## src/hdl/bal_pkg.sv

```systemverilog
// ----------------------------------------------------------------------------
// bal_pkg: shared types and constants of the bounded array list
// Operation and status codes, sequencer states, modulo unit bundles.
// ----------------------------------------------------------------------------
package bal_pkg;

   localparam int unsigned OP_W    = 3;
   localparam int unsigned VAL_W   = 32;
   localparam int unsigned CNT_W   = 4;
   localparam int unsigned AMT_W   = 8;
   localparam int unsigned STAT_W  = 3;

   typedef enum logic [OP_W-1:0] {
      OP_INS_FRONT = 3'd0,
      OP_INS_BACK  = 3'd1,
      OP_INS_POS   = 3'd2,
      OP_DEL_FRONT = 3'd3,
      OP_DEL_BACK  = 3'd4,
      OP_DEL_POS   = 3'd5,
      OP_SEARCH    = 3'd6,
      OP_ROTATE    = 3'd7
   } op_type;

   typedef enum logic [STAT_W-1:0] {
      ST_OK        = 3'd0,
      ST_FULL      = 3'd1,
      ST_EMPTY     = 3'd2,
      ST_BAD_POS   = 3'd3,
      ST_NOT_FOUND = 3'd4
   } status_type;

   typedef enum logic [3:0] {
      S_IDLE,
      S_MOD,
      S_ROT_RD,
      S_ROT_GET,
      S_UP,
      S_FIN_WR,
      S_DEL_RD,
      S_DOWN,
      S_WAIT,
      S_SRCH,
      S_DONE
   } seq_state_type;

   typedef struct packed {
      logic             start;
      logic [AMT_W-1:0] dividend;
      logic [CNT_W-1:0] divisor;
   } mod_req_type;

   typedef struct packed {
      logic             done;
      logic [CNT_W-1:0] remainder;
   } mod_rsp_type;

endpackage

```

## src/hdl/bal_if.sv

```systemverilog
// ----------------------------------------------------------------------------
// bal_req_if / bal_rsp_if: request and response channels
// Valid/ready channels carrying one list operation and its result.
// ----------------------------------------------------------------------------
interface bal_req_if;
   logic                                 valid;
   logic                                 ready;
   logic [bal_pkg::OP_W-1:0]             op;
   logic signed [bal_pkg::VAL_W-1:0]     value;
   logic [bal_pkg::CNT_W-1:0]            position;
   logic [bal_pkg::AMT_W-1:0]            rotate_amount;

   modport source (output valid, output op, output value, output position,
                   output rotate_amount, input ready);
   modport sink (input valid, input op, input value, input position,
                 input rotate_amount, output ready);
endinterface

interface bal_rsp_if;
   logic                                 valid;
   logic                                 ready;
   logic [bal_pkg::STAT_W-1:0]           status;
   logic signed [bal_pkg::VAL_W-1:0]     removed_value;
   logic [bal_pkg::CNT_W-1:0]            found_position;
   logic [bal_pkg::CNT_W-1:0]            entry_count;

   modport source (output valid, output status, output removed_value,
                   output found_position, output entry_count, input ready);
   modport sink (input valid, input status, input removed_value,
                 input found_position, input entry_count, output ready);
endinterface

```

## src/hdl/bal_mod.sv

```systemverilog
// ----------------------------------------------------------------------------
// bal_mod: bit-serial remainder unit
// Reduces the rotate amount modulo the entry count, one bit per cycle.
// ----------------------------------------------------------------------------
module bal_mod (
   input  logic                 clock,
   input  logic                 reset,
   input  bal_pkg::mod_req_type mod_req,
   output bal_pkg::mod_rsp_type mod_rsp
);

   logic                          busy_ff, busy_in;
   logic                          done_ff, done_in;
   logic [2:0]                    idx_ff, idx_in;
   logic [bal_pkg::AMT_W-1:0]     sh_ff, sh_in;
   logic [bal_pkg::CNT_W-1:0]     rem_ff, rem_in;
   logic [bal_pkg::CNT_W-1:0]     div_ff, div_in;
   logic [bal_pkg::CNT_W:0]       trial;

   always_comb begin
      busy_in = busy_ff;
      done_in = 1'b0;
      idx_in  = idx_ff;
      sh_in   = sh_ff;
      rem_in  = rem_ff;
      div_in  = div_ff;
      trial   = {rem_ff, sh_ff[bal_pkg::AMT_W-1]};
      if (mod_req.start) begin
         busy_in = 1'b1;
         idx_in  = 3'd7;
         sh_in   = mod_req.dividend;
         rem_in  = '0;
         div_in  = mod_req.divisor;
      end else if (busy_ff) begin
         // shift in the next dividend bit, subtract once if it fits
         if (trial >= {1'b0, div_ff}) begin
            rem_in = bal_pkg::CNT_W'(trial - {1'b0, div_ff});
         end else begin
            rem_in = trial[bal_pkg::CNT_W-1:0];
         end
         sh_in = {sh_ff[bal_pkg::AMT_W-2:0], 1'b0};
         if (idx_ff == 3'd0) begin
            busy_in = 1'b0;
            done_in = 1'b1;
         end else begin
            idx_in = idx_ff - 3'd1;
         end
      end
   end

   always_ff @(posedge clock) begin
      if (reset) begin
         busy_ff <= 1'b0;
         done_ff <= 1'b0;
      end else begin
         busy_ff <= busy_in;
         done_ff <= done_in;
      end
      idx_ff <= idx_in;
      sh_ff  <= sh_in;
      rem_ff <= rem_in;
      div_ff <= div_in;
   end

   assign mod_rsp.done      = done_ff;
   assign mod_rsp.remainder = rem_ff;

endmodule

```

## src/hdl/bounded_array_list.sv

```systemverilog
// ----------------------------------------------------------------------------
// bounded_array_list: ordered list of up to DEPTH signed words
// Insert, delete, search and rotate over an entry memory with one read and one write port.
// ----------------------------------------------------------------------------
// Flow: full, empty, bad position or a rotate of an empty list touch no memory;
//   an insert moves each entry from the target on up one place (none when it
//   appends), a delete each entry after it down; a search reads to the match or
//   the count; a rotate moves the last entry first, amount mod count times.
// Throughput: one transaction at a time; a new request is taken while a finished
//   response still waits. Reset: synchronous; clears count, sequencer, valid.
module bounded_array_list #(
   parameter int unsigned DEPTH = 8
) (
   input  logic     clock,
   input  logic     reset,
   bal_req_if.sink  req_if,
   bal_rsp_if.source rsp_if
);

   localparam int unsigned AW = (DEPTH > 1) ? $clog2(DEPTH) : 1;
   localparam logic [bal_pkg::CNT_W-1:0] FULL_CNT = bal_pkg::CNT_W'(DEPTH);

   // entry memory: one write and one registered read per cycle
   logic [bal_pkg::VAL_W-1:0] entries [DEPTH];

   logic                       mem_re;
   logic [AW-1:0]              mem_raddr;
   logic                       mem_we;
   logic [AW-1:0]              mem_waddr;
   logic [bal_pkg::VAL_W-1:0]  mem_wdata;
   logic [bal_pkg::VAL_W-1:0]  rdata_ff;

   // sequencer state and working registers
   bal_pkg::seq_state_type     state_ff, state_in;
   bal_pkg::op_type            op_ff, op_in;
   logic [bal_pkg::VAL_W-1:0]  value_ff, value_in;
   logic [bal_pkg::CNT_W-1:0]  fill_ff, fill_in;
   logic [bal_pkg::CNT_W-1:0]  ptr_ff, ptr_in;
   logic [bal_pkg::CNT_W-1:0]  lo_ff, lo_in;
   logic [bal_pkg::CNT_W-1:0]  hi_ff, hi_in;
   logic [bal_pkg::CNT_W-1:0]  k_ff, k_in;
   logic [bal_pkg::VAL_W-1:0]  fin_data_ff, fin_data_in;
   logic                       wpend_ff, wpend_in;
   logic [AW-1:0]              wpend_addr_ff, wpend_addr_in;
   logic                       cap_ff, cap_in;
   logic                       chk_ff, chk_in;
   logic [bal_pkg::CNT_W-1:0]  chk_idx_ff, chk_idx_in;
   bal_pkg::status_type        status_ff, status_in;
   logic [bal_pkg::VAL_W-1:0]  removed_ff, removed_in;
   logic [bal_pkg::CNT_W-1:0]  found_ff, found_in;

   // response register
   logic                       rsp_valid_ff, rsp_valid_in;
   bal_pkg::status_type        rsp_status_ff, rsp_status_in;
   logic [bal_pkg::VAL_W-1:0]  rsp_removed_ff, rsp_removed_in;
   logic [bal_pkg::CNT_W-1:0]  rsp_found_ff, rsp_found_in;
   logic [bal_pkg::CNT_W-1:0]  rsp_count_ff, rsp_count_in;

   logic                       req_fire;
   logic [bal_pkg::CNT_W:0]    pos_ext;
   logic [bal_pkg::CNT_W:0]    fill_ext;
   logic [bal_pkg::CNT_W-1:0]  at;

   bal_pkg::mod_req_type       mod_req;
   bal_pkg::mod_rsp_type       mod_rsp;

   bal_mod u_mod (
      .clock   (clock),
      .reset   (reset),
      .mod_req (mod_req),
      .mod_rsp (mod_rsp)
   );

   assign req_if.ready = (state_ff == bal_pkg::S_IDLE);
   assign req_fire     = req_if.valid && req_if.ready;
   assign pos_ext      = {1'b0, req_if.position};
   assign fill_ext     = {1'b0, fill_ff};

   always_comb begin
      state_in      = state_ff;
      op_in         = op_ff;
      value_in      = value_ff;
      fill_in       = fill_ff;
      ptr_in        = ptr_ff;
      lo_in         = lo_ff;
      hi_in         = hi_ff;
      k_in          = k_ff;
      fin_data_in   = fin_data_ff;
      wpend_in      = 1'b0;
      wpend_addr_in = wpend_addr_ff;
      cap_in        = 1'b0;
      chk_in        = 1'b0;
      chk_idx_in    = chk_idx_ff;
      status_in     = status_ff;
      removed_in    = removed_ff;
      found_in      = found_ff;
      at            = '0;

      mod_req.start    = 1'b0;
      mod_req.dividend = req_if.rotate_amount;
      mod_req.divisor  = fill_ff;

      // memory defaults: reads at the walking pointer, writes drain a move
      mem_re    = 1'b0;
      mem_raddr = ptr_ff[AW-1:0];
      mem_we    = wpend_ff;
      mem_waddr = wpend_addr_ff;
      mem_wdata = rdata_ff;

      // the delete target's word lands in rdata_ff the cycle after its read; keep it
      if (cap_ff) begin
         removed_in = rdata_ff;
      end

      rsp_valid_in   = rsp_valid_ff && !rsp_if.ready;
      rsp_status_in  = rsp_status_ff;
      rsp_removed_in = rsp_removed_ff;
      rsp_found_in   = rsp_found_ff;
      rsp_count_in   = rsp_count_ff;

      case (state_ff)
         bal_pkg::S_IDLE: begin
            if (req_fire) begin
               op_in      = bal_pkg::op_type'(req_if.op);
               value_in   = req_if.value;
               removed_in = '0;
               found_in   = '0;
               status_in  = bal_pkg::ST_OK;
               state_in   = bal_pkg::S_DONE;
               case (bal_pkg::op_type'(req_if.op))
                  bal_pkg::OP_INS_FRONT, bal_pkg::OP_INS_BACK,
                  bal_pkg::OP_INS_POS: begin
                     if (req_if.op == bal_pkg::OP_INS_FRONT) begin
                        at = '0;
                     end else if (req_if.op == bal_pkg::OP_INS_BACK) begin
                        at = fill_ff;
                     end else begin
                        at = req_if.position - 4'd1;
                     end
                     if (fill_ff == FULL_CNT) begin
                        status_in = bal_pkg::ST_FULL;
                     end else if (req_if.op == bal_pkg::OP_INS_POS &&
                                  (req_if.position == '0 || pos_ext > fill_ext + 5'd1)) begin
                        status_in = bal_pkg::ST_BAD_POS;
                     end else begin
                        // open a gap at the target, then drop the word in
                        fill_in     = fill_ff + 4'd1;
                        fin_data_in = req_if.value;
                        lo_in       = at;
                        ptr_in      = fill_ff - 4'd1;
                        state_in    = (at == fill_ff) ? bal_pkg::S_FIN_WR : bal_pkg::S_UP;
                     end
                  end
                  bal_pkg::OP_DEL_FRONT, bal_pkg::OP_DEL_BACK,
                  bal_pkg::OP_DEL_POS: begin
                     if (req_if.op == bal_pkg::OP_DEL_FRONT) begin
                        at = '0;
                     end else if (req_if.op == bal_pkg::OP_DEL_BACK) begin
                        at = fill_ff - 4'd1;
                     end else begin
                        at = req_if.position - 4'd1;
                     end
                     if (fill_ff == '0) begin
                        status_in = bal_pkg::ST_EMPTY;
                     end else if (req_if.op == bal_pkg::OP_DEL_POS &&
                                  (req_if.position == '0 || pos_ext > fill_ext)) begin
                        status_in = bal_pkg::ST_BAD_POS;
                     end else begin
                        // read the target, then close the gap upwards
                        fill_in  = fill_ff - 4'd1;
                        hi_in    = fill_ff - 4'd1;
                        ptr_in   = at;
                        state_in = bal_pkg::S_DEL_RD;
                     end
                  end
                  bal_pkg::OP_SEARCH: begin
                     status_in = bal_pkg::ST_NOT_FOUND;
                     hi_in     = fill_ff;
                     ptr_in    = '0;
                     state_in  = bal_pkg::S_SRCH;
                  end
                  bal_pkg::OP_ROTATE: begin
                     // an empty list stays as it is
                     if (fill_ff != '0) begin
                        mod_req.start = 1'b1;
                        hi_in         = fill_ff - 4'd1;
                        lo_in         = '0;
                        state_in      = bal_pkg::S_MOD;
                     end
                  end
                  default: begin
                     state_in = bal_pkg::S_DONE;
                  end
               endcase
            end
         end

         bal_pkg::S_MOD: begin
            if (mod_rsp.done) begin
               k_in     = mod_rsp.remainder;
               state_in = (mod_rsp.remainder == '0) ? bal_pkg::S_DONE : bal_pkg::S_ROT_RD;
            end
         end

         bal_pkg::S_ROT_RD: begin
            // fetch the last word, it wraps round to the front
            mem_re    = 1'b1;
            mem_raddr = hi_ff[AW-1:0];
            state_in  = bal_pkg::S_ROT_GET;
         end

         bal_pkg::S_ROT_GET: begin
            fin_data_in = rdata_ff;
            ptr_in      = hi_ff - 4'd1;
            state_in    = bal_pkg::S_UP;
         end

         bal_pkg::S_UP: begin
            // move each word one place up, walking down to the gap
            mem_re        = 1'b1;
            wpend_in      = 1'b1;
            wpend_addr_in = AW'(ptr_ff + 4'd1);
            if (ptr_ff == lo_ff) begin
               state_in = bal_pkg::S_FIN_WR;
            end else begin
               ptr_in = ptr_ff - 4'd1;
            end
         end

         bal_pkg::S_FIN_WR: begin
            // let the last move land first, then fill the gap
            if (!wpend_ff) begin
               mem_we    = 1'b1;
               mem_waddr = lo_ff[AW-1:0];
               mem_wdata = fin_data_ff;
               state_in  = bal_pkg::S_DONE;
               if (op_ff == bal_pkg::OP_ROTATE) begin
                  k_in = k_ff - 4'd1;
                  if (k_ff != 4'd1) begin
                     state_in = bal_pkg::S_ROT_RD;
                  end
               end
            end
         end

         bal_pkg::S_DEL_RD: begin
            mem_re = 1'b1;
            cap_in = 1'b1;
            if (ptr_ff == hi_ff) begin
               state_in = bal_pkg::S_WAIT;
            end else begin
               ptr_in   = ptr_ff + 4'd1;
               state_in = bal_pkg::S_DOWN;
            end
         end

         bal_pkg::S_DOWN: begin
            // move each word one place down, walking up to the tail
            mem_re        = 1'b1;
            wpend_in      = 1'b1;
            wpend_addr_in = AW'(ptr_ff - 4'd1);
            if (ptr_ff == hi_ff) begin
               state_in = bal_pkg::S_WAIT;
            end else begin
               ptr_in = ptr_ff + 4'd1;
            end
         end

         bal_pkg::S_WAIT: begin
            state_in = bal_pkg::S_DONE;
         end

         bal_pkg::S_SRCH: begin
            // compare the word read last cycle while the next one is fetched
            if (chk_ff && rdata_ff == value_ff) begin
               status_in = bal_pkg::ST_OK;
               found_in  = chk_idx_ff + 4'd1;
               state_in  = bal_pkg::S_DONE;
            end else if (ptr_ff != hi_ff) begin
               mem_re     = 1'b1;
               chk_in     = 1'b1;
               chk_idx_in = ptr_ff;
               ptr_in     = ptr_ff + 4'd1;
            end else begin
               state_in = bal_pkg::S_DONE;
            end
         end

         bal_pkg::S_DONE: begin
            // hold until the response register is free
            if (!rsp_valid_ff || rsp_if.ready) begin
               rsp_valid_in   = 1'b1;
               rsp_status_in  = status_ff;
               rsp_removed_in = removed_ff;
               rsp_found_in   = found_ff;
               rsp_count_in   = fill_ff;
               state_in       = bal_pkg::S_IDLE;
            end
         end

         default: begin
            state_in = bal_pkg::S_IDLE;
         end
      endcase
   end

   // entry memory
   always_ff @(posedge clock) begin
      if (mem_we) begin
         entries[mem_waddr] <= mem_wdata;
      end
      if (mem_re) begin
         rdata_ff <= entries[mem_raddr];
      end
   end

   always_ff @(posedge clock) begin
      if (reset) begin
         state_ff     <= bal_pkg::S_IDLE;
         fill_ff      <= '0;
         wpend_ff     <= 1'b0;
         cap_ff       <= 1'b0;
         chk_ff       <= 1'b0;
         rsp_valid_ff <= 1'b0;
      end else begin
         state_ff     <= state_in;
         fill_ff      <= fill_in;
         wpend_ff     <= wpend_in;
         cap_ff       <= cap_in;
         chk_ff       <= chk_in;
         rsp_valid_ff <= rsp_valid_in;
      end
      op_ff          <= op_in;
      value_ff       <= value_in;
      ptr_ff         <= ptr_in;
      lo_ff          <= lo_in;
      hi_ff          <= hi_in;
      k_ff           <= k_in;
      fin_data_ff    <= fin_data_in;
      wpend_addr_ff  <= wpend_addr_in;
      chk_idx_ff     <= chk_idx_in;
      status_ff      <= status_in;
      removed_ff     <= removed_in;
      found_ff       <= found_in;
      rsp_status_ff  <= rsp_status_in;
      rsp_removed_ff <= rsp_removed_in;
      rsp_found_ff   <= rsp_found_in;
      rsp_count_ff   <= rsp_count_in;
   end

   assign rsp_if.valid          = rsp_valid_ff;
   assign rsp_if.status         = rsp_status_ff;
   assign rsp_if.removed_value  = rsp_removed_ff;
   assign rsp_if.found_position = rsp_found_ff;
   assign rsp_if.entry_count    = rsp_count_ff;

endmodule

```

## src/flat_wrapper.sv

```systemverilog
// flat-port wrapper written by rule: the top's interface ports become plain ports
module bounded_array_list_flat 
#(
   parameter int unsigned DEPTH = 8
)
  (clock, reset, req_if_valid, req_if_op, req_if_value, req_if_position, req_if_rotate_amount, req_if_ready, rsp_if_valid, rsp_if_status, rsp_if_removed_value, rsp_if_found_position, rsp_if_entry_count, rsp_if_ready);
  bal_req_if req_if_i ();
  bal_rsp_if rsp_if_i ();
  input  logic clock;
  input  logic reset;
  input wire logic [$bits(req_if_i.valid)-1:0] req_if_valid;
  input wire logic [$bits(req_if_i.op)-1:0] req_if_op;
  input wire logic [$bits(req_if_i.value)-1:0] req_if_value;
  input wire logic [$bits(req_if_i.position)-1:0] req_if_position;
  input wire logic [$bits(req_if_i.rotate_amount)-1:0] req_if_rotate_amount;
  output wire logic [$bits(req_if_i.ready)-1:0] req_if_ready;
  output wire logic [$bits(rsp_if_i.valid)-1:0] rsp_if_valid;
  output wire logic [$bits(rsp_if_i.status)-1:0] rsp_if_status;
  output wire logic [$bits(rsp_if_i.removed_value)-1:0] rsp_if_removed_value;
  output wire logic [$bits(rsp_if_i.found_position)-1:0] rsp_if_found_position;
  output wire logic [$bits(rsp_if_i.entry_count)-1:0] rsp_if_entry_count;
  input wire logic [$bits(rsp_if_i.ready)-1:0] rsp_if_ready;
  assign req_if_i.valid = req_if_valid;
  assign req_if_i.op = req_if_op;
  assign req_if_i.value = req_if_value;
  assign req_if_i.position = req_if_position;
  assign req_if_i.rotate_amount = req_if_rotate_amount;
  assign req_if_ready = req_if_i.ready;
  assign rsp_if_valid = rsp_if_i.valid;
  assign rsp_if_status = rsp_if_i.status;
  assign rsp_if_removed_value = rsp_if_i.removed_value;
  assign rsp_if_found_position = rsp_if_i.found_position;
  assign rsp_if_entry_count = rsp_if_i.entry_count;
  assign rsp_if_i.ready = rsp_if_ready;
  bounded_array_list #(.DEPTH(DEPTH)) u_core (.clock(clock), .reset(reset), .req_if(req_if_i), .rsp_if(rsp_if_i));
endmodule
```

## config.mk

```make
export PLATFORM = sky130hd
export DESIGN_NAME = bounded_array_list_flat
export DESIGN_NICKNAME = d
export VERILOG_FILES = /design/src/hdl/bal_pkg.sv /design/src/hdl/bal_if.sv /design/src/hdl/bal_mod.sv /design/src/hdl/bounded_array_list.sv /design/src/flat_wrapper.sv
export SDC_FILE = /design/constraint.sdc
export NUM_CORES = 1
export LEC_CHECK = 0
export BUFFER_PORTS_ARGS = -buffer_cell sky130_fd_sc_hd__buf_4
export CAP_MARGIN = 20
export CORE_MARGIN = 2
export CORE_UTILIZATION = 61
export DETAILED_ROUTE_END_ITERATION = 7
export PLACE_DENSITY = 0.79
export REMOVE_ABC_BUFFERS = 1
export SLEW_MARGIN = 25
export SYNTH_ARGS = -nofsm -noshare
export SYNTH_HDL_FRONTEND = slang
export SYNTH_SLANG_ARGS = --single-unit
```

## constraint.sdc

```tcl
create_clock -name clock -period 6.3 [get_ports clock]
set_input_delay 0.945 -clock clock [delete_from_list [all_inputs] [get_ports clock]]
set_output_delay 0.945 -clock clock [all_outputs]
set_load 0.03 [all_outputs]
```

==> results of run 1 <==
[worst max path at each step]
stage / cells past startpoint / slack (ps) / startpoint / end
floorplan: 4 / -610 / u_core.state_ff[2] / u_core.entries[2][0]
global placement: 11 / 2340 / u_core.fill_ff[0] / u_core.fin_data_ff[11]
detailed placement: 11 / 2210 / u_core.fill_ff[0] / u_core.fin_data_ff[11]
CTS: 11 / 2190 / u_core.fill_ff[0] / u_core.fin_data_ff[4]
global route: 11 / 1960 / u_core.fill_ff[0] / u_core.fin_data_ff[4]
finish: 11 / 2190 / u_core.fill_ff[0] / u_core.fin_data_ff[4]
[per-layer routing]
metal	global-route usage, %	vias to the layer above	wire [um]
met2	39.34	478	20350
li1	-	5014	-
met4	7.359	2	1045
met1	33.68	5612	17740
met5	0	-	13
met3	3.856	78	2822
[layout by cell type, fill, tap and decap left out, types with 6 or more instances in the layout]
master     netlist  final
o31ai_1          7      7
nand3_1         10     10
nand2_1         59     58
nand4_1         11     11
mux2i_1         39     37
xor2_1           9      9
edfxtp_1       440    440
a21oi_1         35     34
ha_1            24     24
inv_1           35     35
o211ai_1         9      9
o21ai_0         29     27
clkbuf_16        0     50
nor2_2           0      8
and2_1           6      6
clkinv_2         1     13
nor3_1          13     13
xnor2_1         54     54
clkbuf_1        30     12
buf_4            0    115
mux2_2          98     98
nand2b_1         9      9
nor2_1          79     71
mux4_2          22     22
or4_1            6      6
dfxtp_1         53     52
mux4_1          42     42
[per-stage QoR]
stage / setup WS (ps) / util (%) / area [sq um] / std cells / hold WS (ps)
final: 2189 / 70.08 / 23440 / 1827 / 417.5
after global routing: 1956 / 70.08 / 23440 / 1827 / 425.8
after CTS: 2193 / 70.06 / 23430 / 1827 / 419.1
after detailed placement: 2207 / 65.22 / 21810 / 1736 / 404.5
after global placement: 2343 / 65.22 / 21810 / 1736 / 404.0
after floorplan: -609.1 / - / 20300 / 1173 / 400.3
[logic make-up after synthesis]
family / Yosys count / synth area share, %
compound gates: 123 / 3.841
xor+xnor: 63 / 2.676
fa+ha+maj: 25 / 1.553
buf+inv: 90 / 2.275
flops: 493 / 69.22
mux: 202 / 15.07
simple gates: 229 / 5.370
[registers in the layout, indices dropped and copies added (netlist names), 8 cells and up]
| name | count |
|---|---|
| u_core.u_mod.sh_ff | 8 |
| u_core.value_ff | 32 |
| u_core.entries | 256 |
| u_core.rsp_if.removed_value | 32 |
| u_core.fin_data_ff | 32 |
| u_core.rdata_ff | 32 |
| u_core.removed_ff | 32 |
[cell type report]
| type | instances | area (sq um) |
|---|---|---|
| clock buffers | 64 | 1324 |
| multi-input cells | 642 | 5977 |
| clock inverters | 27 | 296.5 |
| flip-flops and latches | 493 | 14270 |
| repair buffers | 115 | 863.3 |
| inverters | 38 | 143.9 |
| fillers | 2079 | 10010 |
| well taps | 448 | 560.5 |
[report_power, final]
group          leakage (nW)  internal (W)  switching, W
sequential             4.44       0.00441      0.000377
combinational          2.79       0.00117       0.00145
clock                 0.794       0.00170       0.00119
==> implementation parameters, run 1 <==
Parameter                              Value

Status
  Result of the run    completed

Logic synthesis
  Synth cell count leaders    edfxtp_1, mux2_2, nor2_1
  Yosys reg bits    493
  Most frequent cell after synthesis    edfxtp_1
  Share of synthesized flip-flops with an asynchronous set or reset    0%
  Area share of the largest cell type after synthesis    64.07%
  Count of cell types in the netlist    75
  Cell taking the most area after synthesis    edfxtp_1
  Count of synthesis-stage warnings from yosys    0
  Cells taking the most area after synthesis    edfxtp_1, mux4_1, mux2_2, dfxtp_1, mux4_2
  Dominant register cell in the synthesized netlist    edfxtp_1
  Post-synthesis instance area    0.02062 sq mm
  Sequential element share of the synthesized area    69.22%
  Count of flip-flops with a built-in enable after synthesis    440
  Avg Synthesized Cell Area    16.83 sq um
  Cells after synthesis    1,225

Worst setup path
  Crit-path leading delay family    compound AO/OA/AOI/OAI gates
  Endpoint of the lowest-slack register-to-register path    u_core.fin_data_ff[4]
  Worst setup path category    reg -> reg
  Crit Path Max Fanout    21
  Data required time at the worst endpoint    6510 ps
  Worst reg-to-reg path cell count    11
  Cell with the largest stage delay on the worst path    dfxtp_1
  Crit path largest cell delay    610 ps
  Sort of element at the end of the critical path    register
  Critical Path AT    4320 ps
  Worst-case register-to-register setup slack    2190 ps
  Buffer and inverter count on the worst path    3
  Kind of start point of the critical path    register
  Cells along the critical path    inv_1 -> ha_1 -> inv_1 -> ha_1 -> nor2b_1 -> o211ai_1 -> a31o_2 -> a21oi_1 -> or4_1 -> a21oi_4 -> buf_4
  R2R Path Start    u_core.fill_ff[0]

Worst hold path
  Hold path startpoint    u_core.found_ff[1]
  Type of the tightest min-delay check    reg -> reg
  Endpoint, Worst Hold    u_core.rsp_if.found_position[1]
  Number of instances on the worst hold path    0

Clock network
  Hold-fix buffer count after cts    0
  CTS-repair resized insts    0
  Setup fix buffers added after clock tree synthesis    0
  Maximum level of the CTS H-tree    2
  Register clock-pin slew on the reported worst setup and hold paths    60 ps
  Max clock buf depth    3
  Number of sinks driven by the clock tree    493
  Inserted Clock Buffers    49
  Worst skew pair latency    570 ps
  TritonCTS clock tree    yes
  Root Buffer    clkbuf_16

STA
  Rel. slew slack    39.34%
  Hold Vio Cnt, Final    0
  Fin Setup TNS    0 ps
  Slew at the pin with the worst max-slew slack    909.0 ps
  Final worst path period share    65.25%
  RSZ-0062 raised after global routing    false
  Worst-case clock skew    25.39 ps
  Setup violation total in the final timing report    0
  Pins Over Slew Limit    0
  Timing-limited maximum frequency    243.3 MHz
  Minimum period implied by the final worst setup slack    4111 ps

Routing
  WL/cell    22.97 um
  Vias after detailed routing    11,184
  Number of optimization iterations in the first detailed-route pass    5
  Initial drt markers    1,013
  Number of design rule violations left after detail routing    0
  Number of nets with antenna violations after routing    0
  Total Wirelength    41,970 um
  Number of vias per cell    6.122

Final layout
  Net count, final    1,415
  Fraction of layout instances using a drive strength above 1    24.87%
  Area added between synthesis and finish    13.67%
  Number of antenna diodes    0

Flow run
  # Max-Cap Violations    0

Die
  Overall die area    0.03529 sq mm
  Die span in x    187.9 um
  Die extent in y    187.9 um
  Initial core utilization    61.65%
  Row count    67
  Placeable Area    0.03345 sq mm
  Number of primary I/O pins    96

GRT
  Vias in the first global route    11,201
  Pin count of the biggest net entering global routing    47
  Global-route usage over all layers    24.02%
  Wire length of the first global-routing pass    64,560 um
  Antenna violations before repair    1
  Overall overflow remaining after global route    0

Pwr
  Total Power Consumption    0.01029 W
  Worst VDD drop    0.0002659 V
  P_leak    8.027 nW
  Power density over cell area    439.0 mW/mm^2

Place
  Last weighted congestion value of the routability-driven placer    0.8635
  Count of buffers inserted at the top-level ports    95
  Detail Placement HPWL    24,900 um
Power figures use the tool's default switching activity.
==> run 2, diff against run 1 <==
Settings changed: CORE_UTILIZATION 61 to 55, PLACE_DENSITY 0.79 to 0.75.
Clock period 6.3 ns to 3.45 ns, I/O delays scaled along.
==> run 2 against run 1 <==
Net effect:
- non-clock buffer count up 17
- combinational power up 90%
- sequential power up 81%
- critical path depth unchanged
- critical path type unchanged
- critical endpoint is now u_core.fin_data_ff[13]
==> implementation parameters, run 2 (same netlist as run 1, synthesis figures left out) <==
Parameter                              Value

Status
  Result of the run    completed

GRT
  Antenna violations before repair    1 (unchanged)
  Vias in the first global route    11,099 (-0.91%)
  Pin count of the biggest net entering global routing    65 (+38%)
  Global-route usage over all layers    22.21% (-1.8 points)
  Wire length of the first global-routing pass    64,660 um (+0.16%)
  Overall overflow remaining after global route    0 (unchanged)

Worst setup path
  Kind of start point of the critical path    register
  Crit-path leading delay family    compound AO/OA/AOI/OAI gates
  Sort of element at the end of the critical path    register
  Cell with the largest stage delay on the worst path    or4_1
  Crit path largest cell delay    520 ps (-90 ps)
  Critical Path AT    3330 ps (-990 ps)
  Data required time at the worst endpoint    3700 ps (-2810 ps)
  Buffer and inverter count on the worst path    3 (unchanged)
  Cells along the critical path    inv_1 -> ha_1 -> inv_1 -> ha_1 -> nor2b_1 -> o211ai_1 -> a31o_2 -> a21oi_1 -> or4_1 -> a21oi_4 -> buf_12
  Crit Path Max Fanout    32 (+52%)
  Worst setup path category    reg -> reg

Clock network
  Maximum level of the CTS H-tree    2 (unchanged)
  Hold-fix buffer count after cts    0 (unchanged)
  Number of sinks driven by the clock tree    493 (unchanged)
  Max clock buf depth    3 (unchanged)
  Root Buffer    clkbuf_16
  TritonCTS clock tree    yes
  Register clock-pin slew on the reported worst setup and hold paths    60 ps (about the same)
  Setup fix buffers added after clock tree synthesis    0 (unchanged)
  Worst skew pair latency    580 ps (about the same)
  CTS-repair resized insts    0 (unchanged)
  Inserted Clock Buffers    48 (-2.0%)

Place
  Post-place setup slack    365.9 ps (-1841 ps)
  Detail Placement HPWL    25,680 um (+3.1%)
  Count of buffers inserted at the top-level ports    95 (unchanged)
  Last weighted congestion value of the routability-driven placer    0.9186 (+6.4%)

Final layout
  Most common library cell in the layout ignoring fill and taps    edfxtp_1
  Max FFs per register    256 (unchanged)
  Register with the highest flop count    u_core.entries
  Final Core Density    64.51% (-5.6 points)
  Fraction of layout instances using a drive strength above 1    25.27% (+0.40 points)
  Highest-count cells in the layout ignoring fill and taps    edfxtp_1, buf_4, mux2_2, nor2_1, nand2_1
  Number of antenna diodes    0 (unchanged)
  Net count, final    1,431 (+1.1%)
  Area added between synthesis and finish    15.08%

STA
  Minimum period implied by the final worst setup slack    3079 ps (-1032 ps)
  Slew at the pin with the worst max-slew slack    926.2 ps (+17.16 ps)
  RSZ-0062 raised after global routing    false
  Rel. slew slack    38.26% (-1.1 points)
  Final worst path period share    89.23% (+24 points)
  Final setup slack of the worst path    371.4 ps (-1818 ps)
  Tightest hold margin    118.2 ps (-299.3 ps)
  Setup violation total in the final timing report    0 (unchanged)
  Pins Over Slew Limit    0 (unchanged)
  Worst-case clock skew    16.18 ps (-9.205 ps)
  Timing-limited maximum frequency    324.8 MHz (+34%)
  Fin Setup TNS    0 ps (unchanged)
  Hold Vio Cnt, Final    0 (unchanged)

Pwr
  Internal Pwr Total    0.01337 W (+84%)
  Relative contribution of the clock network to total power    27.6% (-0.5 points)
  Register share of total power    45.9% (-0.6 points)
  Sw frac    29.17% (-0.14 points)
  Part of the total power dissipated in combinational logic    26.5% (+1.1 points)
  Net switching component of the power    0.005504 W (+82%)
  P_leak    8.138 nW (+1.4%)
  Worst VDD drop    0.0006141 V (+130%)
  Power density over cell area    795.2 mW/mm^2 (+81%)

Flow run
  # Max-Cap Violations    0 (unchanged)

Worst hold path
  Type of the tightest min-delay check    in -> reg

Die
  Placeable Area    0.03679 sq mm (+10%)
  Overall die area    0.03906 sq mm (+11%)
  Row count    70 (+4.5%)
  Die span in x    197.6 um (+5.2%)
  Initial core utilization    56.06% (-5.6 points)
  Die extent in y    197.6 um (+5.2%)
  Number of primary I/O pins    96 (unchanged)

Routing
  Number of design rule violations left after detail routing    0 (unchanged)
  Number of vias per cell    5.985 (-2.2%)
  Initial drt markers    822 (-19%)
  Total Wirelength    42,460 um (+1.2%)
  Vias after detailed routing    11,138 (-0.41%)
  Number of optimization iterations in the first detailed-route pass    7 (+2)
  Number of nets with antenna violations after routing    0 (unchanged)
  WL/cell    22.82 um (-0.69%)
-- run 2: cell count changes in the layout (fill, tap and decap cells not counted), moves of 2 or more --
cell	change
buf_12	+13
clkinv_2	-8
clkinv_1	+5
buf_4	+4
clkbuf_8	+2
clkinv_4	+2
inv_6	-2
-- run 2: final timing paths --
check	slack (ps)	to	start	cells past startpoint
setup reg to reg	370	u_core.fin_data_ff[13]	u_core.fill_ff[0]	11
hold / removal	120	u_core.value_ff[14]	req_if_value[14]	1
setup / recovery	370	u_core.fin_data_ff[13]	u_core.fill_ff[0]	11
hold reg to reg	420	u_core.rsp_if.found_position[3]	u_core.found_ff[3]	0
-- run 2: through the flow --
step	instances	instance area, sq um	total power, W
final	1861	23730	0.01887
after global routing	1861	23730	0.01967
after detailed placement	1773	22130	0.01377
after CTS	1861	23730	0.01899
after global placement	1773	22130	0.01359
after floorplan	1173	20300	0.01197
-- run 2: routing by layer --
metal | GRT usage (%) | routed length (um) | vias to the layer above
met2 | 35.04 | 19960 | 385
met4 | 6.238 | 965 | 2
met5 | 0 | 13 | -
li1 | - | - | 5056
met1 | 31.89 | 18830 | 5611
met3 | 4.354 | 2697 | 84
-- run 2: area by class of cell --
cell class | instances | area (sq um)
inverter | 38 | 143.9
clock buffer | 65 | 1348
fill | 2502 | 13060
tap | 468 | 585.6
timing repair buffer | 132 | 1154
sequential | 493 | 14270
multi-input combinational | 642 | 5971
clock inverter | 23 | 254.0
-- run 2: power by group through the flow --
stage / Sequential, W / Clock [W] / Combinational [W]
CTS: 0.00867 / 0.00531 / 0.00501
global route: 0.00876 / 0.00553 / 0.00538
finish: 0.00867 / 0.00521 / 0.00499
global placement: 0.00875 / 0 / 0.00484
floorplan: 0.00867 / 0 / 0.00329
detailed placement: 0.00878 / 0 / 0.00499
